[src/rtl/tps_pkg.sv]
// Shared types, constants and helper functions for the track point statistics block.
`timescale 1ns / 1ps

package tps_pkg;

  localparam int unsigned SPEED_W    = 8;
  localparam int unsigned ALT_W      = 16;
  localparam int unsigned PEAK_W     = 15;
  localparam int unsigned HOUR_W     = 5;
  localparam int unsigned MINUTE_W   = 6;
  localparam int unsigned SECOND_W   = 6;
  localparam int unsigned TSEC_W     = 17;
  localparam int unsigned DELTA_W    = TSEC_W + 1;
  localparam int unsigned SUM_W      = 32;
  localparam int unsigned IN_DATA_W  = 48;
  localparam int unsigned OUT_DATA_W = 136;

  localparam logic signed [DELTA_W-1:0] SECONDS_PER_DAY = DELTA_W'(24 * 60 * 60);
  localparam logic [TSEC_W-1:0] SECONDS_PER_HOUR = TSEC_W'(3600);
  localparam logic [TSEC_W-1:0] SECONDS_PER_MINUTE = TSEC_W'(60);

  typedef struct packed {
    logic                       track_start;
    logic [SPEED_W-1:0]         speed;
    logic signed [ALT_W-1:0]    altitude;
    logic [HOUR_W-1:0]          hour;
    logic [MINUTE_W-1:0]        minute;
    logic [SECOND_W-1:0]        second;
  } point_t;

  typedef struct packed {
    logic [SPEED_W-1:0]         speed_top;
    logic [PEAK_W-1:0]          altitude_top;
    logic signed [ALT_W-1:0]    altitude_bottom;
    logic [SUM_W-1:0]           climb_total;
    logic [SUM_W-1:0]           descent_total;
    logic [SUM_W-1:0]           zero_speed_seconds;
  } result_t;

  // Time of day in seconds from the raw fields.
  function automatic logic [TSEC_W-1:0] time_seconds(input logic [HOUR_W-1:0] hr,
                                                      input logic [MINUTE_W-1:0] mn,
                                                      input logic [SECOND_W-1:0] sc);
    return TSEC_W'(TSEC_W'(hr) * SECONDS_PER_HOUR)
         + TSEC_W'(TSEC_W'(mn) * SECONDS_PER_MINUTE)
         + TSEC_W'(sc);
  endfunction

  // Add and clamp at all ones.
  function automatic logic [SUM_W-1:0] sat_add(input logic [SUM_W-1:0] a,
                                               input logic [SUM_W-1:0] b);
    logic [SUM_W:0] s;
    s = {1'b0, a} + {1'b0, b};
    return s[SUM_W] ? {SUM_W{1'b1}} : s[SUM_W-1:0];
  endfunction

endpackage

[src/rtl/tps_core.sv]
// Running statistics state and its per-point update logic.
`timescale 1ns / 1ps

module tps_core
  import tps_pkg::*;
(
  input  logic    clk,
  input  logic    rst,
  input  logic    en,
  input  point_t  pt,
  output result_t result
);

  logic                    has_previous;
  logic                    nonzero_seen;
  logic signed [ALT_W-1:0] previous_altitude;
  logic [TSEC_W-1:0]       previous_time_seconds;
  logic [SPEED_W-1:0]      speed_peak;
  logic [PEAK_W-1:0]       altitude_peak;
  logic signed [ALT_W-1:0] altitude_floor;
  logic [SUM_W-1:0]        climb_sum;
  logic [SUM_W-1:0]        descent_sum;
  logic [SUM_W-1:0]        idle_seconds;

  logic                    alt_nz;
  logic                    restart;
  logic                    has_prev_e;
  logic                    nonzero_seen_next;
  logic [TSEC_W-1:0]       tsec;
  logic signed [DELTA_W-1:0] dt_raw;
  logic signed [DELTA_W-1:0] dt_wrap;
  logic [TSEC_W-1:0]       dt;
  logic signed [ALT_W:0]   alt_diff;
  logic [ALT_W-1:0]        rise;
  logic [ALT_W-1:0]        drop;
  logic [SPEED_W-1:0]      speed_peak_b;
  logic [PEAK_W-1:0]       altitude_peak_b;
  logic [SUM_W-1:0]        climb_b;
  logic [SUM_W-1:0]        descent_b;
  logic [SUM_W-1:0]        idle_b;
  logic [SPEED_W-1:0]      speed_peak_next;
  logic [PEAK_W-1:0]       altitude_peak_next;
  logic signed [ALT_W-1:0] altitude_floor_next;
  logic [SUM_W-1:0]        climb_sum_next;
  logic [SUM_W-1:0]        descent_sum_next;
  logic [SUM_W-1:0]        idle_seconds_next;

  always_comb begin
    alt_nz  = (pt.altitude != '0);
    // A new track or the first known altitude clears everything
    restart = pt.track_start || (alt_nz && !nonzero_seen);
    nonzero_seen_next = pt.track_start ? alt_nz : (nonzero_seen || alt_nz);
    has_prev_e = restart ? 1'b0 : has_previous;

    speed_peak_b    = restart ? '0 : speed_peak;
    altitude_peak_b = restart ? '0 : altitude_peak;
    climb_b         = restart ? '0 : climb_sum;
    descent_b       = restart ? '0 : descent_sum;
    idle_b          = restart ? '0 : idle_seconds;

    tsec    = time_seconds(pt.hour, pt.minute, pt.second);
    dt_raw  = $signed({1'b0, tsec}) - $signed({1'b0, previous_time_seconds});
    dt_wrap = (dt_raw < 0) ? dt_raw + SECONDS_PER_DAY : dt_raw;
    dt      = (dt_wrap < 0) ? '0 : dt_wrap[TSEC_W-1:0];

    alt_diff = ALT_W'(0) + ({pt.altitude[ALT_W-1], pt.altitude}
             - {previous_altitude[ALT_W-1], previous_altitude});
    rise = alt_diff[ALT_W-1:0];
    drop = ALT_W'(-alt_diff);

    speed_peak_next = (pt.speed > speed_peak_b) ? pt.speed : speed_peak_b;
    altitude_peak_next = (pt.altitude > $signed({1'b0, altitude_peak_b}))
                       ? pt.altitude[PEAK_W-1:0] : altitude_peak_b;
    altitude_floor_next = (!has_prev_e || pt.altitude < altitude_floor)
                        ? pt.altitude : altitude_floor;

    climb_sum_next    = climb_b;
    descent_sum_next  = descent_b;
    idle_seconds_next = idle_b;
    if (has_prev_e) begin
      if (pt.speed == '0) begin
        idle_seconds_next = sat_add(idle_b, SUM_W'(dt));
      end
      if (previous_altitude != '0 && alt_nz) begin
        if (previous_altitude < pt.altitude) begin
          climb_sum_next = sat_add(climb_b, SUM_W'(rise));
        end else begin
          descent_sum_next = sat_add(descent_b, SUM_W'(drop));
        end
      end
    end

    result.speed_top          = speed_peak_next;
    result.altitude_top       = altitude_peak_next;
    result.altitude_bottom    = altitude_floor_next;
    result.climb_total        = climb_sum_next;
    result.descent_total      = descent_sum_next;
    result.zero_speed_seconds = idle_seconds_next;
  end

  always_ff @(posedge clk) begin
    if (rst) begin
      has_previous          <= 1'b0;
      nonzero_seen          <= 1'b0;
      previous_altitude     <= '0;
      previous_time_seconds <= '0;
      speed_peak            <= '0;
      altitude_peak         <= '0;
      altitude_floor        <= '0;
      climb_sum             <= '0;
      descent_sum           <= '0;
      idle_seconds          <= '0;
    end else if (en) begin
      has_previous          <= 1'b1;
      nonzero_seen          <= nonzero_seen_next;
      previous_altitude     <= pt.altitude;
      previous_time_seconds <= tsec;
      speed_peak            <= speed_peak_next;
      altitude_peak         <= altitude_peak_next;
      altitude_floor        <= altitude_floor_next;
      climb_sum             <= climb_sum_next;
      descent_sum           <= descent_sum_next;
      idle_seconds          <= idle_seconds_next;
    end
  end

endmodule

[src/rtl/track_point_statistics.sv]
// Top level of the track point statistics block: stream ports and item registers.
`timescale 1ns / 1ps

// Track point statistics. Each accepted track point yields exactly one result item
// carrying the running maximum speed, maximum altitude (from zero), minimum
// altitude, total climb, total descent and seconds spent at zero speed. Set
// s_tuser to start a new track. Zero-altitude points at the head of a track are
// counted until the first nonzero altitude, which restarts all statistics. The
// block takes one item per clock unless stalled: an input register feeds one
// level of compare/add logic that updates the statistics and loads the result
// register; a point passes the input register, then the result register, before
// m_tvalid rises. The input side accepts while its register is empty or its point
// moves on in the same cycle; m_tready low with a result waiting stalls both registers once the input one is full.

module track_point_statistics
  import tps_pkg::*;
(
  input  logic                  clk,
  input  logic                  rst,
  input  logic                  s_tvalid,
  output logic                  s_tready,
  // speed[7:0], altitude[23:8], hour[28:24], minute[34:29], second[40:35], zero fill
  input  logic [IN_DATA_W-1:0]  s_tdata,
  // track_start[0]
  input  logic                  s_tuser,
  output logic                  m_tvalid,
  input  logic                  m_tready,
  // speed_top[7:0], altitude_top[22:8], altitude_bottom[38:23], climb_total[70:39],
  // descent_total[102:71], zero_speed_seconds[134:103], zero fill
  output logic [OUT_DATA_W-1:0] m_tdata
);

  point_t  in_pt;
  logic    in_valid;
  result_t core_result;
  result_t res;
  logic    out_valid;
  logic    advance;

  // Move the held point into the result register when that register is free
  assign advance  = in_valid && (!out_valid || m_tready);
  assign s_tready = !in_valid || advance;

  always_ff @(posedge clk) begin
    if (rst) begin
      in_valid <= 1'b0;
    end else if (s_tvalid && s_tready) begin
      in_valid <= 1'b1;
    end else if (advance) begin
      in_valid <= 1'b0;
    end
  end

  // Capture the payload; no reset needed
  always_ff @(posedge clk) begin
    if (s_tvalid && s_tready) begin
      in_pt.track_start <= s_tuser;
      in_pt.speed       <= s_tdata[7:0];
      in_pt.altitude    <= s_tdata[23:8];
      in_pt.hour        <= s_tdata[28:24];
      in_pt.minute      <= s_tdata[34:29];
      in_pt.second      <= s_tdata[40:35];
    end
  end

  // Update the statistics once per point, as it advances
  tps_core u_core (
    .clk    (clk),
    .rst    (rst),
    .en     (advance),
    .pt     (in_pt),
    .result (core_result)
  );

  always_ff @(posedge clk) begin
    if (rst) begin
      out_valid <= 1'b0;
    end else if (advance) begin
      out_valid <= 1'b1;
    end else if (m_tready) begin
      out_valid <= 1'b0;
    end
  end

  always_ff @(posedge clk) begin
    if (advance) begin
      res <= core_result;
    end
  end

  assign m_tvalid = out_valid;
  assign m_tdata  = {1'b0, res.zero_speed_seconds, res.descent_total, res.climb_total,
                     res.altitude_bottom, res.altitude_top, res.speed_top};

endmodule
[config.mk]
export PLATFORM = sky130hd
export DESIGN_NAME = track_point_statistics
export DESIGN_NICKNAME = d
export VERILOG_FILES = /design/src/rtl/tps_pkg.sv /design/src/rtl/tps_core.sv /design/src/rtl/track_point_statistics.sv
export SDC_FILE = /design/constraint.sdc
export NUM_CORES = 1
export LEC_CHECK = 0
export BUFFER_PORTS_ARGS = -buffer_cell sky130_fd_sc_hd__buf_2
export CORE_ASPECT_RATIO = 2
export CORE_MARGIN = 10
export CORE_UTILIZATION = 30
export CTS_BUF_LIST = sky130_fd_sc_hd__clkbuf_8
export CTS_CLUSTER_DIAMETER = 60
export DETAILED_ROUTE_END_ITERATION = 16
export GPL_TIMING_DRIVEN = 0
export HOLD_SLACK_MARGIN = 0.05
export PLACE_DENSITY_LB_ADDON = 0.08
export SETUP_SLACK_MARGIN = 0.4
export SLEW_MARGIN = 0
export SYNTH_ARGS = -nofsm -noshare
export SYNTH_HDL_FRONTEND = slang
export SYNTH_SLANG_ARGS = --single-unit
[constraint.sdc]
create_clock -name clk -period 18.69 [get_ports clk]
set_input_delay 0.9345 -clock clk [delete_from_list [all_inputs] [get_ports clk]]
set_output_delay 0.9345 -clock clk [all_outputs]
set_load 0.02 [all_outputs]
==> out/metrics.csv, run 1 <==
metric,value,unit
status,finished clean,
worst skew pair latency,0.69,ns
R2R Path End,m_tdata[125],
first-pass GRT wire length,123000,µm
Sw Ratio,0.461,
leak pwr,10.6,nW
sequential power share,0.242,
Final Hold Fails,0,
Post-Synth Simple-Gate Area,0.164,
Global Route Usage Sum,0.191,
post-placement cell area,24300,µm²
Synth Area in Compound Gates,0.194,
global placement routability congestion,0.885,
Post-Syn Area,22100,µm²
maximum clock path buffer count,3,
Crit path depth,34,
fillers,7618,
largest net degree at the start of global routing,39,
Post-DP HPWL,65200,µm
crit path max fanout,10,
fin crit period,10.04,ns
CP required,19.09,ns
cts hold-fix bufs,0,
CTS buffer count,57,
Seq. cell area,8760,µm²
post-CTS setup buffer count,0,
power share of the clock group,0.192,
unrepaired setup endpoints after global routing,false,
WL/cell,22.8,µm
r2r startpoint,in_pt[6],
Area Growth Syn to Fin,14.8,%
Final setup violation count,0,
share of post-route cells with drive strength above 1,0.122,
area of the multi-input gates,12300,µm²
power per cell area,141,nW/µm²
"EDFF count, synth",177,
hold crit path type,input pin to register,
#FFs+latches synth,349,
Detail Route Antenna Nets,0,
Clock Tree Root,clkbuf_8,
r2r worst-path depth,34,
crit path from,in_pt[6],
Buffers on Ports,181,
Clock Sinks,349,
R2R setup slack,8.65,ns
"most used cell, CP",fa_1,
post-synthesis sequential area ratio,0.396,
synth warn,0,
crit-path leading delay family,compound AO/OA/AOI/OAI gates,
die area,85700,µm²
Clock transition at path regs,0.06,ns
internal power,0.00192,W
mux contribution to synthesized area,0.0324,
Die W,212,µm
post-synthesis area per instance,9.19,µm²
worst-margin pin slew,1.26,ns
drt total wl,82800,µm
I/O pin count,191,
Synth async-reset ratio,0,
post-route cell area,25400,µm²
buffers and inverters on the worst path,4,
XOR/XNOR Fraction of Synth Area,0.0507,
DRC,0,
Worst Skew,0.0242,ns
"most common cell after layout, fill and taps aside",nand2_1,
Gate power share,0.566,
Slew Limit Headroom,0.162,
slowest cell delay on critical path,0.55,ns
top cell type's share of synthesized area,0.240,
max-slew violations,0,
initial core utilization,0.303,
synth unique cells,82,
Post-Syn Instances,2408,
CTS tree,built,
DR pass1 iterations,5,
slowest CP cell,fa_1,
# resized after CTS,0,
largest family of logic cells by synthesized area,compound AO/OA/AOI/OAI gates,
Synth Net Count,2652,
H-tree Lvls,2,
Core Box Area,73000,µm²
Setup CP Type,register to register,
vias per inst,5.25,
Main synth FF type,edfxtp_1,
Switch Pwr,0.00165,W
row cnt,140,
critical path launch point type,register,
fin crit share,0.537,
setup TNS,0,ns
adder-cell share of the synthesized area,0.115,
Max Cap Viol,0,
via total after detailed routing,19051,
initial antenna violation count,5,
Setup crit end kind,register,
grt total ovfl,0,
Final nets,2898,
WP data arrival,10.44,ns
Synth area leader,edfxtp_1,
VDD IR max,180,µV
fmax,0.0996,GHz
DR iter-0 viols,846,
Die Ht,404,µm
vias in the first global route,20018,
largest cells by area after synthesis,"edfxtp_1, dfxtp_1, ha_1, nand2_1, a21oi_1",
end of the critical path,m_tdata[125],
"commonest cells after routing, fill and taps aside","nand2_1, buf_2, inv_1",
==> worst min path at each step <==
| stage | from | endpoint | cells past startpoint |
|---|---|---|---|
| 5_1_grt | s_tdata[1] | in_pt[34] | 1 |
| 4_1_cts | s_tdata[2] | in_pt[35] | 1 |
| 3_5_place_dp | u_core.idle_seconds[5] | u_core.idle_seconds[5] | 2 |
| 6_report | s_tdata[21] | in_pt[30] | 1 |
| 3_3_place_gp | u_core.idle_seconds[10] | u_core.idle_seconds[10] | 2 |
| 2_1_floorplan | u_core.idle_seconds[10] | u_core.idle_seconds[10] | 2 |
==> layer usage <==
layer | routed length (µm) | vias to the layer above | global-route usage | share of wire
met1 | 29100 | 9129 | 0.184 | 0.35
li1 | - | 9210 | - | -
met5 | 13 | - | 0 | 0.00016
met2 | 45400 | 507 | 0.372 | 0.55
met4 | 5060 | 2 | 0.114 | 0.061
met3 | 3250 | 203 | 0.0274 | 0.039
==> metrics by stage <==
| stage | util | total power [W] | worst slack [ns] | hold slack (ns) | std cells |
|---|---|---|---|---|---|
| after floorplan | - | 0.00237 | 10.30 | 0.427 | 2408 |
| after global placement | 0.331 | 0.00289 | 8.61 | 0.438 | 3512 |
| after detailed placement | 0.333 | 0.00291 | 8.58 | 0.446 | 3518 |
| after CTS | 0.348 | 0.00362 | 8.55 | 0.353 | 3625 |
| after global routing | 0.348 | 0.00387 | 7.60 | 0.384 | 3626 |
| final | 0.348 | 0.00357 | 8.65 | 0.420 | 3626 |
==> kinds of logic after synthesis <==
kind of cell | after synthesis
other | 1
muxes | 69
AOI/OAI and AO/OA | 639
xor gates and xnor gates | 128
and+or+nand+nor | 752
DFF | 349
buffers and inverters | 279
adders and majority gates | 191
==> synthesized netlist by cell type (all sizes together) (28+ instances only) <==
cell type,number
a22o,28
xnor2,80
nor3,47
edfxtp,177
nand3,50
a21o,62
o21ai,115
o211a,30
nand2,298
xor2,48
nor2,137
nand2b,34
a31oi,38
mux2i,48
ha,171
a21oi,167
dfxtp,172
and2,51
a211oi,28
inv,171
clkbuf,84
and3,31
==> sequential cells by signal, indices dropped and copies added (netlist names) <==
register and flops:
u_core.altitude_floor 16, u_core.nonzero_seen 1, u_core.has_previous 1, m_tdata 135
in_pt 42, u_core.previous_altitude 16, u_core.climb_sum 32, u_core.idle_seconds 32
u_core.previous_time_seconds 17, u_core.speed_peak 8, in_valid 1, u_core.descent_sum 32
m_tvalid 1, u_core.altitude_peak 15
==> area by class of cell <==
cell class                      instances  area share
Multi-Input combinational cell       1780       0.484
Clock buffer                           60      0.0325
Sequential cell                       349       0.345
Antenna cell                            1   0.0000985
Timing Repair Buffer                  187      0.0398
Clock inverter                         47      0.0110
Inverter                              171      0.0253
Tap cell                              923      0.0454
Buffer                                108      0.0170
==> power groups by stage <==
stage	logic, W	registers (W)	clock network (W)
final	0.00202	0.000865	0.000684
after global routing	0.00226	0.000869	0.000741
after CTS	0.00204	0.000865	0.000714
after detailed placement	0.00203	0.000881	0
after global placement	0.00201	0.000886	0
after floorplan	0.00148	0.000892	0
No activity file was read; power rests on OpenSTA's default activity.
==> inputs of run 2 (changes only) <==
--- a/config.mk
+++ b/config.mk
@@ -5,6 +5,7 @@
 export SDC_FILE = /design/constraint.sdc
 export NUM_CORES = 1
 export LEC_CHECK = 0
+export ABC_AREA = 1
 export BUFFER_PORTS_ARGS = -buffer_cell sky130_fd_sc_hd__buf_2
 export CORE_ASPECT_RATIO = 2
 export CORE_MARGIN = 10
==> constraint.sdc (replaced) <==
create_clock -name clk -period 9.8 [get_ports clk]
set_input_delay 0.49 -clock clk [delete_from_list [all_inputs] [get_ports clk]]
set_output_delay 0.49 -clock clk [all_outputs]
set_load 0.02 [all_outputs]
==> out/metrics.csv, run 2 <==
metric,value,unit,change
status,finished clean,,
Final Hold Fails,0,,unchanged
Die W,217,µm,+2.3%
vias in the first global route,22392,,+12%
"most common cell after layout, fill and taps aside",nand2_1,,
H-tree Lvls,2,,unchanged
leak pwr,12.8,nW,+21%
critical path launch point type,register,,
fin crit period,8.74,ns,-1.30 ns
Clock Tree Root,clkbuf_8,,
VDD IR max,234,µV,+30%
synth warn,0,,unchanged
power per cell area,266,nW/µm²,+89%
Final setup violation count,0,,unchanged
post-placement cell area,25500,µm²,+5.0%
CP required,10.23,ns,-8.86 ns
initial antenna violation count,4,,-1
largest net degree at the start of global routing,48,,+23%
row cnt,144,,+2.9%
Post-Syn Instances,3117,,+29%
slowest CP cell,fa_1,,
Synth Net Count,3361,,+27%
I/O pin count,191,,unchanged
WP data arrival,9.17,ns,-1.27 ns
DRC,0,,unchanged
Clock transition at path regs,0.06,ns,about the same
hold crit path type,register to register,,
Setup CP Type,register to register,,
global placement routability congestion,0.964,,+8.8%
power share of the clock group,0.195,,+0.003
Clock Sinks,349,,unchanged
die area,89700,µm²,+4.7%
Synth async-reset ratio,0,,unchanged
Max Cap Viol,0,,unchanged
synth unique cells,54,,-34%
slowest cell delay on critical path,0.52,ns,-0.03 ns
Main synth FF type,edfxtp_1,,
Die Ht,414,µm,+2.4%
internal power,0.00375,W,+95%
post-synthesis sequential area ratio,0.377,,-0.0190
XOR/XNOR Fraction of Synth Area,0.0369,,-0.0137
Worst Skew,0.0282,ns,+0.00403 ns
buffers and inverters on the worst path,9,,+5
setup TNS,0,ns,unchanged
share of post-route cells with drive strength above 1,0.121,,-0.00121
Gate power share,0.574,,+0.008
"EDFF count, synth",177,,unchanged
Synth area leader,edfxtp_1,,
via total after detailed routing,21942,,+15%
worst-margin pin slew,1.11,ns,-0.144 ns
largest cells by area after synthesis,"edfxtp_1, dfxtp_1, nand2_1, ha_1, inv_1",,
Global Route Usage Sum,0.201,,+0.00985
"Power, Total",0.00730,W,+100%
crit path from,in_pt[9],,
crit-path leading delay family,adder cells,,
Synth Area in Compound Gates,0.133,,-0.0612
Core Box Area,76900,µm²,+5.3%
max reg flops,135,,unchanged
Post-Syn Area,23200,µm²,+5.0%
first-pass GRT wire length,136000,µm,+11%
"commonest cells after routing, fill and taps aside","nand2_1, inv_1, nor2_1",,
Detail Route Antenna Nets,0,,unchanged
Post-DP HPWL,73400,µm,+12%
#FFs+latches synth,349,,unchanged
mux contribution to synthesized area,0,,-0.0324
sequential power share,0.231,,-0.011
largest family of logic cells by synthesized area,simple AND/OR/NAND/NOR gates,,
hold path startpoint,u_core.previous_time_seconds[5],,
vias per inst,4.89,,-6.9%
Post-Synth Simple-Gate Area,0.242,,+0.0782
fin crit share,0.892,,+0.354
Setup crit end kind,register,,
Sw Ratio,0.487,,+0.0257
DR pass1 iterations,6,,+1
grt total ovfl,0,,unchanged
Final nets,3660,,+26%
most numerous cell in the Yosys netlist,nand2_1,,
fmax,0.114,GHz,+15%
drt total wl,91600,µm,+11%
initial core utilization,0.302,,-0.000807
max-slew violations,0,,unchanged
adder-cell share of the synthesized area,0.109,,-0.00551
Area Growth Syn to Fin,18.0,%,
worst skew pair latency,0.72,ns,+0.03 ns
post-route cell area,27400,µm²,+8.0%
maximum clock path buffer count,3,,unchanged
Buffers on Ports,181,,unchanged
post-synthesis area per instance,7.46,µm²,-19%
unrepaired setup endpoints after global routing,true,,
DR iter-0 viols,1065,,+26%
Switch Pwr,0.00355,W,+120%
WL/cell,20.4,µm,-11%
crit path max fanout,10,,unchanged
r2r startpoint,in_pt[9],,
top cell type's share of synthesized area,0.229,,-0.0115
"most used cell, CP",nand2_1,,
Synth top cells by count,"nand2_1, inv_1, nor2_1, a21oi_1, o21ai_0",,
CTS buffer count,58,,+1.8%
Slew Limit Headroom,0.258,,+0.0958
CTS tree,built,,
[run 2: cell types whose count changed after synthesis, moves of 48 or more]
cell     delta
o21ai_0   +147
and2_1     -50
a21oi_1   +104
mux2i_1    -48
nand2_1   +296
nand3_1   +153
a21o_1     -55
inv_1     +332
nor2_1    +175
[run 2: cell type report]
type | count | area [µm²]
diodes | 1 | 2.50
plain buffers | 102 | 465
clock buffers | 59 | 812
clock inverters | 50 | 419
fillers | 8200 | 49500
inverters | 512 | 1930
multi-input cells | 2154 | 12200
flip-flops and latches | 349 | 8760
well taps | 1022 | 1280
repair buffers | 239 | 1530
[run 2: layer usage]
layer	wire length, µm	part of all wire	global-route usage	up-vias
met1	33400	0.36	0.203	10376
li1	-	-	-	10823
met2	50500	0.55	0.398	577
met3	3730	0.041	0.0269	164
met4	3940	0.043	0.0878	2
met5	7	0.000076	0	-
[run 2: worst register-to-register path: cells and delay by family, from the launching register on]
kind            cells  cell delay, ns
compound gates      7            1.10
flops               1            0.47
simple gates       25            2.65
buf+inv             9            1.06
fa+ha+maj           8            2.84
xor+xnor            2            0.35
[run 2: power by group through the flow]
stage / clock (W) / sequential, W / combinational, W
after CTS: 0.00150 / 0.00168 / 0.00414
after floorplan: 0 / 0.00174 / 0.00292
after detailed placement: 0 / 0.00172 / 0.00407
after global placement: 0 / 0.00172 / 0.00407
after global routing: 0.00154 / 0.00169 / 0.00471
final: 0.00143 / 0.00168 / 0.00419
[run 2: logic make-up (layout without fill, tap and decap cells)]
family                     after synthesis  count (layout)
and+or+nand+nor                       1273            1273
other                                    1               2
xor gates and xnor gates                98              98
DFF                                    349             349
buffers and inverters                  614             962
adders and majority gates              191             191
AOI/OAI and AO/OA                      591             591
[run 2: path summary, 6_finish.rpt]
| kind | endpoint | slack [ns] | depth (start not counted) |
|---|---|---|---|
| max | m_tdata[120] | 1.06 | 51 |
| min | u_core.previous_time_seconds[5] | 0.47 | 2 |
| max reg2reg | m_tdata[120] | 1.06 | 51 |
| min reg2reg | u_core.previous_time_seconds[5] | 0.47 | 2 |
[run 2: timing repair]
| action | in CTS | in global routing |
|---|---|---|
| hold buffers | 44 | 0 |
| pin swaps | 1 | 3 |
| resized for setup | 15 | 37 |
| buffers inserted | 2 | 8 |
| hold endpoints to repair | 44 | 0 |
| setup endpoints to repair | 64 | 64 |
[run 2: through the flow]
stage | hold WS (ns) | cells | setup WS (ns) | utilization
after global placement | 0.455 | 4320 | -0.613 | 0.331
final | 0.473 | 4488 | 1.06 | 0.357
after floorplan | 0.435 | 3117 | 1.88 | -
after global routing | 0.461 | 4488 | 0.309 | 0.357
after CTS | 0.417 | 4479 | 0.436 | 0.355
after detailed placement | 0.461 | 4324 | -0.642 | 0.332
==> inputs of run 3 (changes only) <==
--- a/config.mk
+++ b/config.mk
@@ -8,11 +8,13 @@
 export ABC_AREA = 1
 export BUFFER_PORTS_ARGS = -buffer_cell sky130_fd_sc_hd__buf_2
 export CORE_ASPECT_RATIO = 2
-export CORE_MARGIN = 10
+export CORE_MARGIN = 2
 export CORE_UTILIZATION = 30
 export CTS_BUF_LIST = sky130_fd_sc_hd__clkbuf_8
 export CTS_CLUSTER_DIAMETER = 60
+export CTS_CLUSTER_SIZE = 25
 export DETAILED_ROUTE_END_ITERATION = 16
+export GPL_ROUTABILITY_DRIVEN = 1
 export GPL_TIMING_DRIVEN = 0
 export HOLD_SLACK_MARGIN = 0.05
 export PLACE_DENSITY_LB_ADDON = 0.08
==> out/metrics.csv, run 3 (synthesis gave the netlist of run 2 again) <==
metric,value,unit,change
status,finished clean,,
I/O pin count,191,,unchanged
Final nets,3631,,-0.79%
buffers and inverters on the worst path,8,,-1
Detail Route Antenna Nets,0,,unchanged
initial core utilization,0.302,,unchanged
CTS buffer count,29,,-50%
VDD IR max,184,µV,-21%
power share of the clock group,0.150,,-0.045
Setup crit end kind,register,,
WHS,0.435,ns,-0.0377 ns
largest net degree at the start of global routing,65,,+35%
Buffers on Ports,181,,unchanged
Switch Pwr,0.00362,W,+1.9%
CTS tree,built,,
Seq. cell area,8760,µm²,unchanged
worst-margin pin slew,1.13,ns,+0.0203 ns
fillers,8238,,+0.46%
Final Hold Fails,0,,unchanged
hold crit path type,input pin to register,,
vias per inst,4.90,,+0.26%
WL/cell,20.0,µm,-2.0%
max reg flops,135,,unchanged
Setup CP Type,register to register,,
internal power,0.00337,W,-10%
area of the multi-input gates,12200,µm²,about the same
Area Growth Syn to Fin,15.8,%,
H-tree Lvls,1,,-1
max-slew violations,0,,unchanged
crit-path leading delay family,adder cells,,
fin crit period,8.79,ns,+0.0498 ns
crit path max fanout,10,,unchanged
"worst slack, placed",-0.569,ns,+0.0731 ns
unrepaired setup endpoints after global routing,true,,
sequential power share,0.241,,+0.010
power per cell area,260,nW/µm²,-2.4%
leak pwr,12.6,nW,-2.2%
"most used cell, CP",nand2_1,,
drt total wl,88600,µm,-3.2%
Final WS setup,1.01,ns,-0.0498 ns
Die W,201,µm,-7.4%
Die Ht,398,µm,-3.9%
Post-DP HPWL,71500,µm,-2.5%
Clock Tree Root,clkbuf_8,,
worst skew pair latency,0.75,ns,+0.03 ns
fin crit share,0.897,,+0.00508
Worst Skew,0.0490,ns,+0.0208 ns
maximum clock path buffer count,3,,unchanged
Global Route Usage Sum,0.219,,+0.0183
DR pass1 iterations,5,,-1
WP data arrival,9.25,ns,+0.08 ns
fmax,0.114,GHz,-0.57%
row cnt,144,,unchanged
via total after detailed routing,21734,,-0.95%
critical path launch point type,register,,
Sw Ratio,0.518,,+0.0310
DRC,0,,unchanged
global placement routability congestion,0.945,,-1.9%
die area,79900,µm²,-11%
DR iter-0 viols,1006,,-5.5%
CP required,10.26,ns,+0.03 ns
"most common cell after layout, fill and taps aside",nand2_1,,
first-pass GRT wire length,132000,µm,-3.0%
slowest CP cell,fa_1,,
Final setup violation count,0,,unchanged
Clock transition at path regs,0.15,ns,+0.09 ns
slowest cell delay on critical path,0.52,ns,about the same
"commonest cells after routing, fill and taps aside","nand2_1, inv_1, nor2_1",,
setup TNS,0,ns,unchanged
Clock Sinks,349,,unchanged
grt total ovfl,0,,unchanged
Max Cap Viol,0,,unchanged
share of post-route cells with drive strength above 1,0.112,,-0.00919
vias in the first global route,22035,,-1.6%
Gate power share,0.609,,+0.035
Slew Limit Headroom,0.244,,-0.0135
initial antenna violation count,1,,-3
Core Box Area,76900,µm²,unchanged
## run 3: cell count changes in the layout (fill, tap and decap cells not counted), sizes merged
cell      previous run  this run
clkinvlp             8         3
buf                229       230
inv                516       521
bufinv               6         0
clkinv              32        13
clkbuf             127        96
diode                1         2
## run 3: final timing paths
kind                                    from  slack (ns)                              end  cells after the start
max                                 in_pt[9]        1.01                     m_tdata[123]                     51
min                               s_tdata[1]        0.44                        in_pt[34]                      2
max reg2reg                         in_pt[9]        1.01                     m_tdata[123]                     51
min reg2reg  u_core.previous_time_seconds[2]        0.48  u_core.previous_time_seconds[2]                      2
## run 3: per-layer routing
| metal | GRT usage | vias up | share of wire |
|---|---|---|---|
| li1 | - | 10750 | - |
| met1 | 0.221 | 10253 | 0.36 |
| met2 | 0.436 | 558 | 0.54 |
| met3 | 0.0185 | 173 | 0.036 |
| met4 | 0.126 | 0 | 0.064 |
| met5 | 0 | - | 0 |
## run 3: layout make-up
| type | count | area share |
|---|---|---|
| well taps | 1022 | 0.0475 |
| repair buffers | 239 | 0.0559 |
| clock buffers | 29 | 0.0148 |
| diodes | 2 | 0.000186 |
| clock inverters | 25 | 0.0131 |
| flip-flops and latches | 349 | 0.325 |
| multi-input cells | 2154 | 0.455 |
| inverters | 512 | 0.0715 |
| plain buffers | 102 | 0.0173 |
## run 3: power by group through the flow
stage | registers [W] | logic, W | clock network [W]
after global placement | 0.00173 | 0.00409 | 0
after floorplan | 0.00174 | 0.00292 | 0
final | 0.00168 | 0.00426 | 0.00105
after global routing | 0.00169 | 0.00474 | 0.00114
after CTS | 0.00168 | 0.00418 | 0.00110
after detailed placement | 0.00172 | 0.00411 | 0
## run 3: what timing repair did
item,in CTS,in global routing
buffers inserted,3,8
hold buffers,44,0
endpoints found under the setup margin,64,64
pin swaps,1,1
gates resized for setup,21,28
endpoints found under the hold margin,44,0
## run 3: worst reg2reg max path: cells and delay by family (launching register included)
family | cells | cell delay [ns]
buf+inv | 8 | 0.90
compound gates | 8 | 1.25
flops | 1 | 0.45
fa+ha+maj | 8 | 2.88
xor+xnor | 2 | 0.30
simple gates | 25 | 2.72
## run 3: metrics by stage
stage | utilization | instance area (µm²) | power [W] | instances
after detailed placement | 0.332 | 25500 | 0.00582 | 4323
after global routing | 0.350 | 26900 | 0.00757 | 4433
final | 0.350 | 26900 | 0.00699 | 4434
after floorplan | - | 23200 | 0.00466 | 3117
after global placement | 0.331 | 25400 | 0.00582 | 4320
after CTS | 0.348 | 26800 | 0.00697 | 4424
